`src/rtl/issr_pkg.sv`:
```
// ----------------------------------------------------------------------------
// issr_pkg
// Types and constants shared by the servo and sonar register map.
// ----------------------------------------------------------------------------
package issr_pkg;

	typedef enum logic [1:0] {
		OP_ADDR = 2'd0,
		OP_RX   = 2'd1,
		OP_TX   = 2'd2,
		OP_ECHO = 2'd3
	} op_t;

	typedef struct packed {
		op_t         op;
		logic [7:0]  rx_byte;
		logic [15:0] echo_rise;
		logic [15:0] echo_fall;
	} req_t;

	typedef struct packed {
		logic [7:0]  tx_byte;
		logic        tx_valid;
		logic        servo_update;
		logic [13:0] servo_compare;
		logic        irq_pulse;
		logic [7:0]  distance_cm;
	} rsp_t;

	// set commands
	localparam logic [7:0] CMD_SET_CONFIG = 8'h9E;
	localparam logic [7:0] CMD_SET_MODE   = 8'hA1;
	localparam logic [7:0] CMD_SET_IRQ    = 8'hA2;
	localparam logic [7:0] CMD_SET_SERVO  = 8'hA3;

	// get commands
	localparam logic [7:0] CMD_GET_CONFIG = 8'h1E;
	localparam logic [7:0] CMD_GET_TYPE   = 8'h1F;
	localparam logic [7:0] CMD_GET_EVENT  = 8'h20;
	localparam logic [7:0] CMD_GET_DIST   = 8'h21;
	localparam logic [7:0] CMD_GET_SERVO  = 8'h23;

	localparam logic [7:0] DEVICE_TYPE = 8'h41;
	localparam logic [7:0] TX_SECOND   = 8'hFE;
	localparam logic [7:0] TX_FILL     = 8'hFF;

	localparam logic [2:0] INDEX_MAX = 3'd7;
	localparam int         INDEX_SPAN = 8;

	localparam logic [5:0] THRESHOLD_RESET = 6'd10;

	// echo width to centimeters: divide by 58 via reciprocal multiply
	localparam int          ECHO_DIV    = 58;
	localparam logic [7:0]  DIST_LIMIT  = 8'd150;
	localparam int          ECHO_SHIFT  = 19;
	localparam logic [13:0] ECHO_RECIP  = 14'(((1 << ECHO_SHIFT) + ECHO_DIV - 1) / ECHO_DIV);
	localparam logic [15:0] ECHO_CLAMP  = 16'((151) * ECHO_DIV);
	// lowest negative width whose quotient still truncates to zero
	localparam logic [15:0] ECHO_NEG_LO = 16'(65536 - ECHO_DIV + 1);

	localparam logic [13:0] SERVO_SCALE  = 14'd40;
	localparam logic [13:0] SERVO_OFFSET = 14'd360;

endpackage

```
`src/rtl/i2c_servo_sonar_register_map.sv`:
```
// path: a request is captured in the input register, and its response is
//   loaded from there into the output register once the output side is free
// throughput: one request per cycle, limited only by stall on the response side
// reset: arst_n clears valid flags and map state, not req_s1/rsp; threshold to ten, rest to zero
// ----------------------------------------------------------------------------
// i2c_servo_sonar_register_map
// Register map of an i2c slave board with a servo and an ultrasonic ranger:
// command buffer, set/get decode, echo distance and threshold event.
// ----------------------------------------------------------------------------
module i2c_servo_sonar_register_map #(
	parameter int BUFFER_DEPTH = 6
) (
	input  logic          clk,
	input  logic          arst_n,
	input  logic          req_valid,
	output logic          req_stall,
	input  issr_pkg::req_t req,
	output logic          rsp_valid,
	input  logic          rsp_stall,
	output issr_pkg::rsp_t rsp
);
	import issr_pkg::*;

	// byte index stops at seven, so entries past that are never written
	localparam int STORE_DEPTH = (BUFFER_DEPTH < INDEX_SPAN) ? BUFFER_DEPTH : INDEX_SPAN;

	logic        valid_s1;
	req_t        req_s1;
	logic        out_free;
	logic        fire_s1;

	logic [7:0]  buf_q [STORE_DEPTH];
	logic [2:0]  idx_q;
	logic [7:0]  config_q;
	logic [7:0]  angle_q;
	logic [7:0]  mode_q;
	logic        irq_en_q;
	logic [5:0]  thresh_q;
	logic [7:0]  dist_q;
	logic [7:0]  event_q;

	logic [STORE_DEPTH-1:0] wr_en;
	logic [7:0]  b0_next;
	logic [7:0]  b1_next;
	logic [2:0]  idx_inc;
	logic [2:0]  idx_next;
	logic [7:0]  config_next;
	logic [7:0]  angle_next;
	logic [7:0]  mode_next;
	logic        irq_en_next;
	logic [5:0]  thresh_next;
	logic [7:0]  dist_next;
	logic [7:0]  event_next;

	logic [15:0] diff;
	logic [27:0] prod;
	logic [7:0]  cm;
	rsp_t        rsp_d;

	assign out_free  = !rsp_valid || !rsp_stall;
	assign fire_s1   = valid_s1 && out_free;
	assign req_stall = valid_s1 && !out_free;

	// input register
	always_ff @(posedge clk or negedge arst_n) begin
		if (!arst_n) begin
			valid_s1 <= 1'b0;
		end else if (req_valid && !req_stall) begin
			valid_s1 <= 1'b1;
		end else if (fire_s1) begin
			valid_s1 <= 1'b0;
		end
	end

	always_ff @(posedge clk) begin
		if (req_valid && !req_stall) begin
			req_s1 <= req;
		end
	end

	// buffer write enables, one per stored entry
	for (genvar i = 0; i < STORE_DEPTH; i++) begin : g_wr
		assign wr_en[i] = (req_s1.op == OP_RX) && (idx_q == 3'(i));
	end

	assign b0_next = wr_en[0] ? req_s1.rx_byte : buf_q[0];
	assign b1_next = wr_en[1] ? req_s1.rx_byte : buf_q[1];
	assign idx_inc = (idx_q == INDEX_MAX) ? INDEX_MAX : idx_q + 3'd1;

	// echo distance
	assign diff = req_s1.echo_fall - req_s1.echo_rise;
	assign prod = 28'(diff[13:0]) * 28'(ECHO_RECIP);

	always_comb begin
		if (diff[15]) begin
			// small negative widths truncate to zero
			cm = (diff >= ECHO_NEG_LO) ? 8'd0 : DIST_LIMIT;
		end else if (diff >= ECHO_CLAMP) begin
			cm = DIST_LIMIT;
		end else begin
			cm = prod[ECHO_SHIFT +: 8];
		end
	end

	always_comb begin
		idx_next    = idx_q;
		config_next = config_q;
		angle_next  = angle_q;
		mode_next   = mode_q;
		irq_en_next = irq_en_q;
		thresh_next = thresh_q;
		dist_next   = dist_q;
		event_next  = event_q;
		rsp_d       = '0;

		case (req_s1.op)
			OP_ADDR: begin
				idx_next = 3'd0;
			end
			OP_RX: begin
				idx_next = idx_inc;
				// command in byte 0 is reapplied with whatever byte 1 holds
				case (b0_next)
					CMD_SET_CONFIG: config_next = b1_next;
					CMD_SET_SERVO: begin
						angle_next         = b1_next;
						rsp_d.servo_update = 1'b1;
					end
					CMD_SET_MODE:   mode_next = b1_next;
					CMD_SET_IRQ: begin
						irq_en_next = b1_next[0];
						thresh_next = b1_next[7:2];
					end
					default: ;
				endcase
			end
			OP_TX: begin
				idx_next       = idx_inc;
				rsp_d.tx_valid = 1'b1;
				if (idx_q == 3'd0) begin
					case (buf_q[0])
						CMD_GET_CONFIG: rsp_d.tx_byte = config_q;
						CMD_GET_TYPE:   rsp_d.tx_byte = DEVICE_TYPE;
						CMD_GET_EVENT: begin
							rsp_d.tx_byte = event_q;
							event_next    = 8'd0;
						end
						CMD_GET_DIST:   rsp_d.tx_byte = dist_q;
						CMD_GET_SERVO:  rsp_d.tx_byte = angle_q;
						default:        rsp_d.tx_byte = TX_FILL;
					endcase
				end else if (idx_q == 3'd1) begin
					rsp_d.tx_byte = TX_SECOND;
				end else begin
					rsp_d.tx_byte = TX_FILL;
				end
			end
			OP_ECHO: begin
				if (irq_en_q && (cm <= {2'b00, thresh_q})) begin
					if (dist_q != cm) begin
						dist_next       = cm;
						event_next      = 8'd1;
						rsp_d.irq_pulse = 1'b1;
					end
				end else begin
					dist_next = cm;
				end
			end
			default: ;
		endcase

		rsp_d.servo_compare = 14'(angle_next) * SERVO_SCALE + SERVO_OFFSET;
		rsp_d.distance_cm   = dist_next;
	end

	// register map state
	always_ff @(posedge clk or negedge arst_n) begin
		if (!arst_n) begin
			for (int i = 0; i < STORE_DEPTH; i++) begin
				buf_q[i] <= 8'd0;
			end
			idx_q    <= 3'd0;
			config_q <= 8'd0;
			angle_q  <= 8'd0;
			mode_q   <= 8'd0;
			irq_en_q <= 1'b0;
			thresh_q <= THRESHOLD_RESET;
			dist_q   <= 8'd0;
			event_q  <= 8'd0;
		end else if (fire_s1) begin
			for (int i = 0; i < STORE_DEPTH; i++) begin
				if (wr_en[i]) begin
					buf_q[i] <= req_s1.rx_byte;
				end
			end
			idx_q    <= idx_next;
			config_q <= config_next;
			angle_q  <= angle_next;
			mode_q   <= mode_next;
			irq_en_q <= irq_en_next;
			thresh_q <= thresh_next;
			dist_q   <= dist_next;
			event_q  <= event_next;
		end
	end

	// output register
	always_ff @(posedge clk or negedge arst_n) begin
		if (!arst_n) begin
			rsp_valid <= 1'b0;
		end else if (out_free) begin
			rsp_valid <= fire_s1;
		end
	end

	always_ff @(posedge clk) begin
		if (fire_s1) begin
			rsp <= rsp_d;
		end
	end

	// a held request only when the output side is blocked
	assert property (@(posedge clk) disable iff (!arst_n)
		req_stall |-> valid_s1 && rsp_valid)
		else $error("request stalled without a blocked response");

	assert property (@(posedge clk) disable iff (!arst_n)
		rsp_valid && rsp.irq_pulse |-> irq_en_q && (event_q == 8'd1))
		else $error("irq pulse without enabled event");

	assert property (@(posedge clk) disable iff (!arst_n)
		rsp_valid |-> (rsp.distance_cm == dist_q) && (rsp.distance_cm <= DIST_LIMIT))
		else $error("distance out of step with register");

	assert property (@(posedge clk) disable iff (!arst_n)
		rsp_valid && rsp.servo_update |-> rsp.servo_compare ==
			14'(angle_q) * SERVO_SCALE + SERVO_OFFSET)
		else $error("servo compare does not match angle");

endmodule

```
`config.mk`:
```
export PLATFORM = sky130hd
export DESIGN_NAME = i2c_servo_sonar_register_map
export DESIGN_NICKNAME = d
export VERILOG_FILES = /design/src/rtl/issr_pkg.sv /design/src/rtl/i2c_servo_sonar_register_map.sv
export SDC_FILE = /design/constraint.sdc
export NUM_CORES = 1
export LEC_CHECK = 0
export BUFFER_PORTS_ARGS = -buffer_cell sky130_fd_sc_hd__buf_2
export CAP_MARGIN = 20
export CORE_UTILIZATION = 60
export DETAILED_ROUTE_END_ITERATION = 7
export GPL_TIMING_DRIVEN = 0
export HOLD_SLACK_MARGIN = 0.1
export PLACE_DENSITY = 0.84
export SYNTH_ARGS = -nofsm -noshare
export SYNTH_HDL_FRONTEND = slang
export SYNTH_SLANG_ARGS = --single-unit
```
`constraint.sdc`:
```
create_clock -name clk -period 16.4 [get_ports clk]
set_clock_uncertainty 0.15 [all_clocks]
set_input_delay 3.28 -clock clk [delete_from_list [all_inputs] [get_ports clk]]
set_output_delay 3.28 -clock clk [all_outputs]
set_load 0.01 [all_outputs]
```
After elaboration in Yosys (flattened, before gate mapping). Index checks and enable logic that the tools add are counted.

Output and inout port bits: 35. Input port bits: 46. Word-level logic and storage cells: 94. Flip-flop bits (word level): 135.

Reductions and logical operators: 22. Eq/ne operators: 18. $mul: 2. Add/sub/neg operators: 3. Muxes and demuxes: 25. Order comparisons: 3.

Operators by type and width (count): 8-bit 2-to-1 mux (15); 8-bit one-hot mux with 5 select lines (1); 8-bit by 6-bit == test with 1-bit output (second input constant) (3); 8-bit == test (second input constant) (3); 14-bit by 10-bit multiplier with 23-bit output (second input constant) (1); 8-bit by 5-bit == test with 1-bit output (second input constant) (2); 16-bit by 14-bit >= comparator with 1-bit output (second input constant) (1); 16-bit >= comparator (second input constant) (1); 8-bit one-hot mux with 2 select lines (1); 16-bit subtractor (1); 14-bit by 9-bit adder with 14-bit output (second input constant) (1); 8-bit by 3-bit multiplier with 11-bit output (second input constant) (1); 8-bit by 6-bit <= comparator with 1-bit output (1); 8-bit != test (1); 1-bit logical AND (6); 1-bit 2-to-1 mux (6); 2-bit != test (second input constant) (3); 3-bit one-hot mux with 2 select lines (1); 3-bit AND reduction (2); 6-bit AND reduction (1); 2-bit nonzero test (3); 2-bit == test (second input constant) (2); 1-bit zero test (4); 2-bit AND reduction (2); 10 further kinds (10).

Depth between registers and ports, before layout. Gate-level depths: netlist of the first run.

Word-level depth: 8. Gate-level depth with buffers: 37.

Worst setup path after synthesis of the first run. Ideal clock, no wire load.

Kind: reg2reg. Start: register req_s1[0] (netlist name). End: register rsp[1] (netlist name), data pin. Setup time: 0.262 ns. Data required time: 15.988 ns. Path slack: 7.917 ns. Stages on the path, launching flop included: 37. Arrival time: 8.071 ns. Period minus slack after synthesis: 8.483 ns. Cells stage by stage: edfxtp_1 -> inv_1 -> ha_1 -> inv_1 -> fa_1 -> a21o_1 -> a221oi_1 -> nor3_1 -> xnor2_1 -> inv_1 -> ha_1 -> ha_1 -> fa_1 -> fa_1 -> inv_1 -> fa_1 -> inv_1 -> ha_1 -> a21oi_1 -> nand2b_1 -> or4_1 -> a31oi_1 -> xor2_1 -> and2b_1 -> nor2_1 -> ha_1 -> nor2b_1 -> o21a_1 -> o21a_1 -> o21ai_0 -> nand2b_1 -> a21oi_1 -> o21ai_0 -> nor3_1 -> nand3_1 -> o21ai_4 -> mux2_1.

Longest elaborated chain between the ends: 8.

RTL lines: start, declared (line i2c_servo_sonar_register_map.sv:28) `req_t req_s1;`; start signal, assigned (line i2c_servo_sonar_register_map.sv:77) `req_s1 <= req;`; 16-bit subtractor * (line i2c_servo_sonar_register_map.sv:91) `assign diff = req_s1.echo_fall - req_s1.echo_rise;`; 14-bit by 10-bit multiplier with 23-bit output (tied with other cells) (line i2c_servo_sonar_register_map.sv:92) `assign prod = 28'(diff[13:0]) * 28'(ECHO_RECIP);`; 8-bit 2-to-1 mux (on tied branches) (line i2c_servo_sonar_register_map.sv:98, i2c_servo_sonar_register_map.sv:97); 8-bit 2-to-1 mux * (line i2c_servo_sonar_register_map.sv:95) `if (diff[15]) begin`; 8-bit by 6-bit <= comparator with 1-bit output / 8-bit != test (equally long branches) (line i2c_servo_sonar_register_map.sv:159, i2c_servo_sonar_register_map.sv:160); 1-bit logical AND / 8-bit 2-to-1 mux (equally long branches) (line i2c_servo_sonar_register_map.sv:159, i2c_servo_sonar_register_map.sv:160); 8-bit 2-to-1 mux * (line i2c_servo_sonar_register_map.sv:159) `if (irq_en_q && (cm <= {2'b00, thresh_q})) begin`; 8-bit 2-to-1 mux * (line i2c_servo_sonar_register_map.sv:116) `case (req_s1.op)`; named net dist_next[1] (line i2c_servo_sonar_register_map.sv:52) `logic [7:0] dist_next;`; end signal, assigned (line i2c_servo_sonar_register_map.sv:218) `rsp <= rsp_d;`; end, declared (line i2c_servo_sonar_register_map.sv:20) `output issr_pkg::rsp_t rsp`.

The timed path passes the listed nets; every way through them passes the cells marked *. A chain may end at the register's enable or synchronous reset.

Final worst setup path of the first run.
Start: register req_s1[0] (netlist name). End: register rsp[5] (netlist name), data pin.

The elaborated chain is that of the path after synthesis.

==> parameters.txt, run 1 <==
Parameter                              Value

CTS
  Clock tree from TritonCTS    built
  Hold-fix buffer count after cts    0
  Worst-case clock buffer depth    2
  Number of gates given a new drive strength after cts    0
  Cts bufs inserted    17
  Buffer type at the clock tree root    clkbuf_16
  Clock network latency to the later pin of the worst-skew pair    420 ps
  Clock slew at reported path FFs    60 ps
  Total clock sinks    around 130
  Number of buffers inserted by post-CTS setup repair    0
  H-tree depth    4

GRT
  First-pass GRT wire length    34700 um
  Pin count of the biggest net entering global routing    43
  Met1 usage in global routing    0.361
  Met3 layer usage reported by global route    0.0494
  Busiest metal layer after global routing    met2
  Leftover overflow at the end of global routing    0
  Number of global-route vias before repair    7150
  Antenna violations before repair    0
  Met2 demand-to-capacity share in global routing    0.464
  Global-route usage over all layers    0.277

Worst setup path
  Data arrival time of the critical path    10220 ps
  R2r endpoint    rsp[5]
  Crit path required time    between 15000 and 20000 ps
  Category of the most critical setup path    reg2reg
  Critical register-to-register path startpoint    req_s1[0]
  Library cell contributing the largest single delay on the critical path    xnor2_1
  Cells on worst reg2reg path    36
  Peak per-stage delay on the critical path    650 ps
  Critical Path Start Type    register
  Category of the worst setup path capture point    register
  Cell family with the largest share of critical-path delay    adder cells
  Startpoint of the most critical setup path    req_s1[0]
  Bufs and invs on worst path    5
  Worst-path fanout max    8
  Worst reg2reg setup slack    6200 ps

Synth
  Synthesis warning total    0
  Number of synthesized register bits    approximately 130
  Number of distinct standard cells referenced by the synthesized netlist    82
  Most used flip-flop cell after synthesis    edfxtp_1
  Synthesized instance count    897
  Average instance area after synthesis    10.5 um2
  Synth Cell Area    9400 um2
  Number of enable-type register cells in the synthesized netlist    72
  Sequential area share after synthesis    0.371
  Post-synth ARST share    0.424

STA
  Share of the clock period used by the worst path after layout    0.622
  Final-layout worst hold slack    335 ps
  Setup repair after global routing missed its margin    false
  Worst Max-Slew Pin Slew    990 ps
  Max Transition Viols Final    0
  Crit path time final    between 10000 and 15000 ps
  Fin. Hold Viols    0
  Setup TNS    0 ps
  Final setup vio count    0
  Tightest slew margin relative to the limit    0.339
  Max Clk Rate    98.0 MHz

Floorplan
  Die Outline Area    16200 um2
  Die Width    around 130 um
  Die outline height    127 um
  Initial standard-cell utilization of the core    0.616
  I/O Pins    between 80 and 90
  Rows    45
  Placeable core region    15300 um2

Route
  Detailed Routing Iterations Pass 1    5
  Total via count after detailed routing    7219
  Drt first-iter violations    590
  Via-to-Cell Ratio    approximately 6
  Routed len/inst    roughly 17 um
  DRC violation count after routing    0
  Final ANT Viol Nets    0
  Wire length after detailed routing    20800 um

Hold path
  Destination of the worst hold path    buf_q[34]
  Worst hold path class    reg2reg
  Hold path start    buf_q[34]
  Number of cells on the worst hold path    2

Job
  Max-cap violations    0

Status
  Result of the run    completed

Placement
  HPWL reported at the end of detailed placement    15700 um
  Global placement routability congestion    0.888
  Number of I/O port buffers    77

Layout
  Count of antenna diodes in the layout    0
  Layout net count    1190
  Number of filler cells placed in the layout    1063
  Synthesis-to-finish area growth    13.8%
  Fraction of final layout cells sized beyond drive strength 1    0.157
## worst min-delay path, delay by kind of cell, from the launching register on
family	cells	cell delay [ps]
simple gates	2	100
flops	1	350
## cell usage in the layout (no fill, tap or decap), types with 4 or more instances in the layout
master,netlist,routed
clkbuf_16,0,19
a21oi_1,57,57
nor4b_1,4,4
nor2b_1,9,9
a222oi_1,6,6
buf_2,1,79
o2111ai_1,4,4
a22o_1,4,4
o21ai_0,30,30
xnor2_1,21,21
nand3_1,20,20
o21a_1,6,6
ha_1,118,118
a21boi_0,9,9
dfrtp_1,51,51
a31oi_1,5,5
nand4b_1,4,4
xor2_1,11,11
edfxtp_1,72,72
or3_1,5,5
a21o_1,19,19
nand2b_1,7,7
and3_1,8,8
mux2i_1,14,14
buf_1,5,5
inv_1,113,113
nor2_1,56,56
nand4_1,9,9
fa_1,29,29
and2_1,8,7
nand2_1,45,45
nor3_1,14,14
mux2_2,25,25
mux2_1,10,10
a211oi_1,8,8
clkbuf_1,16,17
## state kept, by name, indices dropped and copies added (netlist names)
register	flops
buf_q	16
config_q	8
rsp_valid	1
angle_q	8
valid_s1	1
event_q	1
rsp	30
irq_en_q	1
req_s1	42
idx_q	3
dist_q	8
thresh_q	6
## final cells by class
class / instances / area, um2 / share of cell area
multi-input combinational: 633 / 5370 / 0.501
clock buffer: 22 / 507 / 0.0473
buffer: 27 / 129 / 0.0120
clock inverter: 10 / 100 / 0.00935
tap: 211 / 264 / 0.0247
sequential: 125 / 3490 / 0.326
timing repair buffer: 79 / 418 / 0.0390
inverter: 114 / 428 / 0.0400
## kinds of logic (layout without fill, tap and decap cells)
logic type | count (synthesis) | in the layout | synth area share
simple gates | 208 | 208 | 0.113
compound gates | 192 | 192 | 0.146
fa+ha+maj | 147 | 147 | 0.219
buf+inv | 141 | 252 | 0.0592
flops | 125 | 125 | 0.371
mux | 49 | 49 | 0.0568
xor+xnor | 34 | 34 | 0.0347
other cells | 1 | 3 | 0.000399
## through the flow
step	cells	util	instance area, um2	setup WS, ps
floorplan	899	-	9410	7920
global placement	1187	0.659	10100	6810
detailed placement	1189	0.662	10100	6660
CTS	1221	0.701	10700	6370
global route	1221	0.701	10700	5620
finish	1221	0.701	10700	6200
## worst max path at each step
stage	to	slack [ps]	cells past startpoint
after floorplan	rsp[1]	7920	36
after global placement	rsp[5]	6810	36
after detailed placement	rsp[5]	6660	36
after CTS	rsp[5]	6370	36
after global routing	rsp[5]	5620	36
final	rsp[5]	6200	36
## layer usage
layer  part of all wire  vias to the layer above
met4              0.023                        0
met5                  0                        -
met2               0.48                      269
li1                   -                     3440
met3              0.056                       45
met1               0.44                     3465
## synth_stat cells (16+ instances only)
| library cell | count | area (um2) |
|---|---|---|
| a21oi_1 | 57 | 285 |
| xnor2_1 | 21 | 184 |
| nor2_1 | 56 | 210 |
| a21o_1 | 19 | 143 |
| edfxtp_1 | 72 | 2160 |
| fa_1 | 29 | 581 |
| inv_1 | 113 | 424 |
| dfrtp_1 | 51 | 1280 |
| clkbuf_1 | 16 | 60.1 |
| ha_1 | 118 | 1480 |
| nand2_1 | 45 | 169 |
| mux2_2 | 25 | 282 |
| nand3_1 | 20 | 100 |
| o21ai_0 | 30 | 150 |
Power of run 1 is not shown: default switching activity piles up to over one toggle a cycle in this logic, so the estimate is an artifact.
==> run 2, diff against run 1 <==
--- a/config.mk
+++ b/config.mk
@@ -5,6 +5,7 @@
 export SDC_FILE = /design/constraint.sdc
 export NUM_CORES = 1
 export LEC_CHECK = 0
+export ABC_AREA = 1
 export BUFFER_PORTS_ARGS = -buffer_cell sky130_fd_sc_hd__buf_2
 export CAP_MARGIN = 20
 export CORE_UTILIZATION = 60
==> constraint.sdc (replaced) <==
create_clock -name clk -period 9.75 [get_ports clk]
set_clock_uncertainty 0.15 [all_clocks]
set_input_delay 1.95 -clock clk [delete_from_list [all_inputs] [get_ports clk]]
set_output_delay 1.95 -clock clk [all_outputs]
set_load 0.01 [all_outputs]
==> run 2 against run 1 <==
Against the previous run: first-iteration DRC count is 3.1% higher; design area is 1.5% higher; wire length is 3.4% higher; global-route usage is 0.44 points higher.
==> parameters.txt, run 2 <==
Parameter                              Value

Floorplan
  Placeable core region    15400 um2 (+0.74%)
  Die outline height    128 um (+0.65%)
  Initial standard-cell utilization of the core    0.620 (+0.00362)
  Die Width    128 um (+0.65%)
  I/O Pins    81 (unchanged)
  Rows    45 (unchanged)
  Die Outline Area    16400 um2 (+1.3%)

CTS
  Number of buffers inserted by post-CTS setup repair    0 (unchanged)
  Buffer type at the clock tree root    clkbuf_16
  Total clock sinks    125 (unchanged)
  Worst-case clock buffer depth    2 (unchanged)
  Number of gates given a new drive strength after cts    0 (unchanged)
  Clock slew at reported path FFs    60 ps (about the same)
  Cts bufs inserted    17 (unchanged)
  Clock network latency to the later pin of the worst-skew pair    420 ps (about the same)
  H-tree depth    4 (unchanged)
  Clock tree from TritonCTS    built
  Hold-fix buffer count after cts    0 (unchanged)

Worst setup path
  Library cell contributing the largest single delay on the critical path    fa_1
  Category of the most critical setup path    reg2reg
  Bufs and invs on worst path    8 (+3)
  Critical Path Start Type    register
  Worst-path fanout max    4 (-4)
  Peak per-stage delay on the critical path    530 ps (-120 ps)
  Worst reg2reg setup slack    2070 ps (-4130 ps)
  Cell family with the largest share of critical-path delay    adder cells
  Category of the worst setup path capture point    register
  Data arrival time of the critical path    7770 ps (-2450 ps)
  Most frequent cell on the critical path    inv_1
  Crit path required time    9840 ps (-6580 ps)

Synth
  Commonest cells in the synthesized netlist    268 x nand2_1, 212 x inv_1, 118 x ha_1
  Post-synth ARST share    0.424 (unchanged)
  Number of enable-type register cells in the synthesized netlist    72 (unchanged)
  Area share of the largest cell type after synthesis    0.227 (-0.00302)
  Number of distinct standard cells referenced by the synthesized netlist    48 (-41%)
  Sequential area share after synthesis    0.366 (-0.00487)
  Synth Cell Area    9530 um2 (+1.3%)
  Library cell with the largest summed area after synthesis    edfxtp_1
  Average instance area after synthesis    8.39 um2 (-20%)
  Most used flip-flop cell after synthesis    edfxtp_1
  Library cell with the highest instance count after synthesis    nand2_1
  Biggest area contributors in the synthesized netlist    edfxtp_1 23%, ha_1 15%, dfrtp_1 13%
  Number of synthesized register bits    125 (unchanged)
  Synthesized instance count    1136 (+27%)
  Synthesis warning total    0 (unchanged)

Placement
  HPWL reported at the end of detailed placement    16100 um (+2.7%)
  Global placement routability congestion    0.908 (+2.3%)
  Number of I/O port buffers    77 (unchanged)
  Post-Place Cell Area    10200 um2 (+1.4%)

STA
  Final setup vio count    0 (unchanged)
  Max Clk Rate    130 MHz (+33%)
  Setup repair after global routing missed its margin    false
  Max Transition Viols Final    0 (unchanged)
  Share of the clock period used by the worst path after layout    0.788 (+0.166)
  Worst Max-Slew Pin Slew    1160 ps (+166 ps)
  Crit path time final    7680 ps (-2520 ps)
  Fin. Hold Viols    0 (unchanged)
  Setup TNS    0 ps (unchanged)
  Final-layout worst hold slack    337 ps (+1.57 ps)
  Tightest slew margin relative to the limit    0.224 (-0.115)

Layout
  Leading cell type in the layout, fill and taps excluded    nand2_1
  Final cell area excluding filler cells    10900 um2 (+1.5%)
  Synthesis-to-finish area growth    14.0%
  Largest register by flop count    req_s1
  Layout net count    1429 (+20%)
  Leading registers by flop count    req_s1 x42, rsp x30, buf_q x16
  Fraction of final layout cells sized beyond drive strength 1    0.114 (-0.0429)
  Count of antenna diodes in the layout    0 (unchanged)
  Top library cells by usage in the layout, fill and taps aside    268 x nand2_1, 212 x inv_1, 118 x ha_1
  Number of filler cells placed in the layout    1149 (+8.1%)
  Flip-flop count of the largest register after layout    42 (unchanged)

Job
  Max-cap violations    0 (unchanged)

Route
  Drt first-iter violations    608 (+3.1%)
  Final ANT Viol Nets    0 (unchanged)
  Total via count after detailed routing    8072 (+12%)
  Routed len/inst    14.7 um (-14%)
  Wire length after detailed routing    21500 um (+3.4%)
  Via-to-Cell Ratio    5.53 (-6.5%)
  Detailed Routing Iterations Pass 1    6 (+1)
  DRC violation count after routing    0 (unchanged)

GRT
  First-pass GRT wire length    35800 um (+3.1%)
  Leftover overflow at the end of global routing    0 (unchanged)
  Global-route usage over all layers    0.281 (+0.00438)
  Number of global-route vias before repair    7688 (+7.5%)
  Pin count of the biggest net entering global routing    40 (-7.0%)
  Antenna violations before repair    0 (unchanged)

Status
  Result of the run    completed

Hold path
  Worst hold path class    reg2reg
==> run 2: logic make-up after synthesis <==
kind of cell    after synthesis  share of synthesized area
buf+inv                     231                     0.0932
mux                           5                    0.00525
other cells                   1                   0.000394
xor+xnor                     23                     0.0211
fa+ha+maj                   147                      0.216
flops                       125                      0.366
simple gates                431                      0.192
compound gates              173                      0.106
==> run 2: layout make-up <==
type / count / area [um2] / share of cell area
Multi-Input combinational cell: 782 / 5160 / 0.475
Clock buffer: 22 / 475 / 0.0438
Timing Repair Buffer: 79 / 433 / 0.0399
Inverter: 215 / 807 / 0.0743
Sequential cell: 125 / 3490 / 0.321
Tap cell: 211 / 264 / 0.0243
Buffer: 16 / 82.6 / 0.00760
Clock inverter: 10 / 151 / 0.0139
==> run 2: path summary, 6_finish.rpt <==
kind                                 from          to  depth (start not counted)
worst min register to register  buf_q[33]   buf_q[33]                          2
max in group asynchronous          arst_n    idx_q[2]                          2
worst min-delay path            buf_q[33]   buf_q[33]                          2
worst max register to register  req_s1[0]      rsp[8]                         37
worst max-delay path            req_s1[0]      rsp[8]                         37
min in group asynchronous          arst_n  angle_q[3]                          1
==> run 2: worst min-delay path, cell delays in order, from the launching register on <==
cell     delay, ps
dfrtp_1        340
nand2_1         50
o21ai_0         70
==> run 2: layer usage <==
layer	up-vias	global-route usage	part of all wire
li1	3918	-	-
met1	3712	0.363	0.43
met2	374	0.460	0.46
met3	68	0.0659	0.079
met4	0	0.107	0.029
met5	-	0	0
==> run 2: stage by stage <==
stage          cells   util  worst slack (ps)
5_1_grt         1460  0.707              1650
4_1_cts         1460  0.707              2180
6_report        1460  0.707              2070
3_5_place_dp    1428  0.666              2230
2_1_floorplan   1138      -              3280
3_3_place_gp    1426  0.663              2320
Power of run 2 is left out for the same reason.
==> run 3, diff against run 2 <==
--- a/config.mk
+++ b/config.mk
@@ -5,7 +5,7 @@
 export SDC_FILE = /design/constraint.sdc
 export NUM_CORES = 1
 export LEC_CHECK = 0
-export ABC_AREA = 1
+export ABC_AREA = 0
 export BUFFER_PORTS_ARGS = -buffer_cell sky130_fd_sc_hd__buf_2
 export CAP_MARGIN = 20
 export CORE_UTILIZATION = 60
==> constraint.sdc (replaced) <==
create_clock -name clk -period 7.1 [get_ports clk]
set_clock_uncertainty 0.15 [all_clocks]
set_input_delay 1.42 -clock clk [delete_from_list [all_inputs] [get_ports clk]]
set_output_delay 1.42 -clock clk [all_outputs]
set_load 0.01 [all_outputs]
==> run 3 against run 2 <==
Against the previous run: the flow now finishes with violations (setup timing); via count fell by 6.8%; sequential cell count is the same; highest routed layer unchanged; worst setup slack worse by 3300 ps; largest cell class unchanged.
==> parameters.txt, run 3 (same netlist as run 1, synthesis figures left out) <==
Parameter                              Value

Worst setup path
  Critical Path Start Type    register
  Peak per-stage delay on the critical path    510 ps (-20 ps)
  Crit path required time    7130 ps (-2710 ps)
  Most frequent cell on the critical path    ha_1
  Category of the most critical setup path    reg2reg
  Library cell contributing the largest single delay on the critical path    fa_1
  Startpoint of the most critical setup path    req_s1[16]
  Data arrival time of the critical path    8380 ps (+610 ps)
  Cell family with the largest share of critical-path delay    adder cells
  Category of the worst setup path capture point    register
  Worst-path fanout max    7 (+3)
  Bufs and invs on worst path    5 (-3)
  Critical register-to-register path startpoint    req_s1[16]

Layout
  Count of antenna diodes in the layout    0 (unchanged)
  Leading cell type in the layout, fill and taps excluded    ha_1
  Top library cells by usage in the layout, fill and taps aside    105 x ha_1, 102 x inv_1, 79 x buf_2
  Number of filler cells placed in the layout    919 (-20%)
  Total area of multi-input combinational cells    5840 um2 (+13%)
  Storage cell area    3490 um2 (unchanged)
  Final non-filler cell total    1255 (-14%)
  Layout net count    1224 (-14%)
  Flip-flop count of the largest register after layout    42 (unchanged)
  Synthesis-to-finish area growth    22.5%
  Leading registers by flop count    req_s1 x42, rsp x30, buf_q x16
  Fraction of final layout cells sized beyond drive strength 1    0.261 (+0.146)
  Largest register by flop count    req_s1

Route
  Detailed Routing Iterations Pass 1    8 (+2)
  Wire length after detailed routing    23600 um (+9.9%)
  Final ANT Viol Nets    0 (unchanged)
  Via-to-Cell Ratio    5.99 (+8.4%)
  Routed len/inst    18.8 um (+28%)
  DRC violation count after routing    0 (unchanged)
  Drt first-iter violations    625 (+2.8%)
  Total via count after detailed routing    7522 (-6.8%)

Placement
  HPWL reported at the end of detailed placement    15600 um (-3.3%)
  Cells after DPL    1190 (-17%)
  Number of I/O port buffers    77 (unchanged)
  Global placement routability congestion    0.864 (-4.8%)

GRT
  Number of global-route vias before repair    7675 (-0.17%)
  Antenna violations before repair    0 (unchanged)
  Global-route usage over all layers    0.294 (+0.0129)
  Pin count of the biggest net entering global routing    43 (+7.5%)
  Leftover overflow at the end of global routing    0 (unchanged)
  First-pass GRT wire length    36800 um (+2.8%)

Floorplan
  Die Width    127 um (-0.65%)
  Placeable core region    15300 um2 (-0.73%)
  Die outline height    127 um (-0.65%)
  Die Outline Area    16200 um2 (-1.3%)
  I/O Pins    81 (unchanged)
  Initial standard-cell utilization of the core    0.616 (-0.00362)
  Rows    45 (unchanged)

CTS
  H-tree depth    4 (unchanged)
  Cts bufs inserted    17 (unchanged)
  Clock slew at reported path FFs    60 ps (about the same)
  Clock network latency to the later pin of the worst-skew pair    430 ps (about the same)
  Total clock sinks    125 (unchanged)
  Hold-fix buffer count after cts    0 (unchanged)
  Clock tree from TritonCTS    built
  Buffer type at the clock tree root    clkbuf_16
  Worst-case clock buffer depth    2 (unchanged)

STA
  Worst Max-Slew Pin Slew    876 ps (-279 ps)
  Fin. Hold Viols    0 (unchanged)
  Max Clk Rate    120 MHz (-8.0%)
  Crit path time final    8360 ps (+672 ps)
  Max Transition Viols Final    0 (unchanged)
  Tightest slew margin relative to the limit    0.415 (+0.191)
  Share of the clock period used by the worst path after layout    1.18 (+0.389)
  Final-layout worst hold slack    330 ps (-6.42 ps)
  Setup TNS    -20110 ps (-20110 ps)
  Setup repair after global routing missed its margin    true
  Final setup vio count    18 (+18)
  Final Worst Setup Slack    -1260 ps (-3320 ps)

Hold path
  Hold path start    buf_q[34]
  Worst hold path class    reg2reg

Job
  Max-cap violations    0 (unchanged)

Status
  Failing checks    setup timing
  Result of the run    complete, but fails checks
==> run 3: cell types whose count changed in the layout (fill, tap and decap cells not counted), moves of 12 or more <==
cell     previous run  this run
nand2_1           268        44
inv_1             212       102
o21ai_0            84        23
nand3_1            51        18
buf_4               3        34
mux2_2              0        25
a21o_1              5        18
ha_1              118       105
xor2_1             19         7
==> run 3: worst paths after layout <==
check	endpoint	slack [ps]	cells after the start
min in group asynchronous	dist_q[4]	860	1
max in group asynchronous	buf_q[42]	5350	2
max	rsp[2]	-1260	34
max reg2reg	rsp[2]	-1260	34
min reg2reg	buf_q[34]	330	2
min	buf_q[34]	330	2
==> run 3: repair_timing <==
action / in CTS / in global routing
endpoints found under the setup margin: 18 / 18
resized for setup: 47 / 24
setup buffers: 25 / 12
pin swaps: 32 / 20
==> run 3: layer usage <==
layer	share of wire	track usage
met4	0.037	0.150
met3	0.062	0.0544
met2	0.48	0.480
met1	0.42	0.377
met5	0	0
==> run 3: worst min-delay path: stages, from the launching register on <==
cell     delay, ps
dfrtp_1        340
nand2_1         50
nand2_1         60
==> run 3: area by class of cell <==
cell class,instances,area share
Inverter,114,0.0374
Multi-Input combinational cell,633,0.507
Clock inverter,13,0.0162
Tap cell,211,0.0229
Clock buffer,19,0.0393
Buffer,23,0.00999
Sequential cell,125,0.303
Timing Repair Buffer,117,0.0642
==> run 3: metrics by stage <==
stage,instance area [um2],utilization,worst slack [ps]
finish,11500,0.755,-1260
global route,11500,0.755,-1500
CTS,11400,0.744,-1150
detailed placement,10300,0.674,-2050
global placement,10200,0.671,-1880
floorplan,9590,-,-924
Power of run 3 is left out for the same reason.
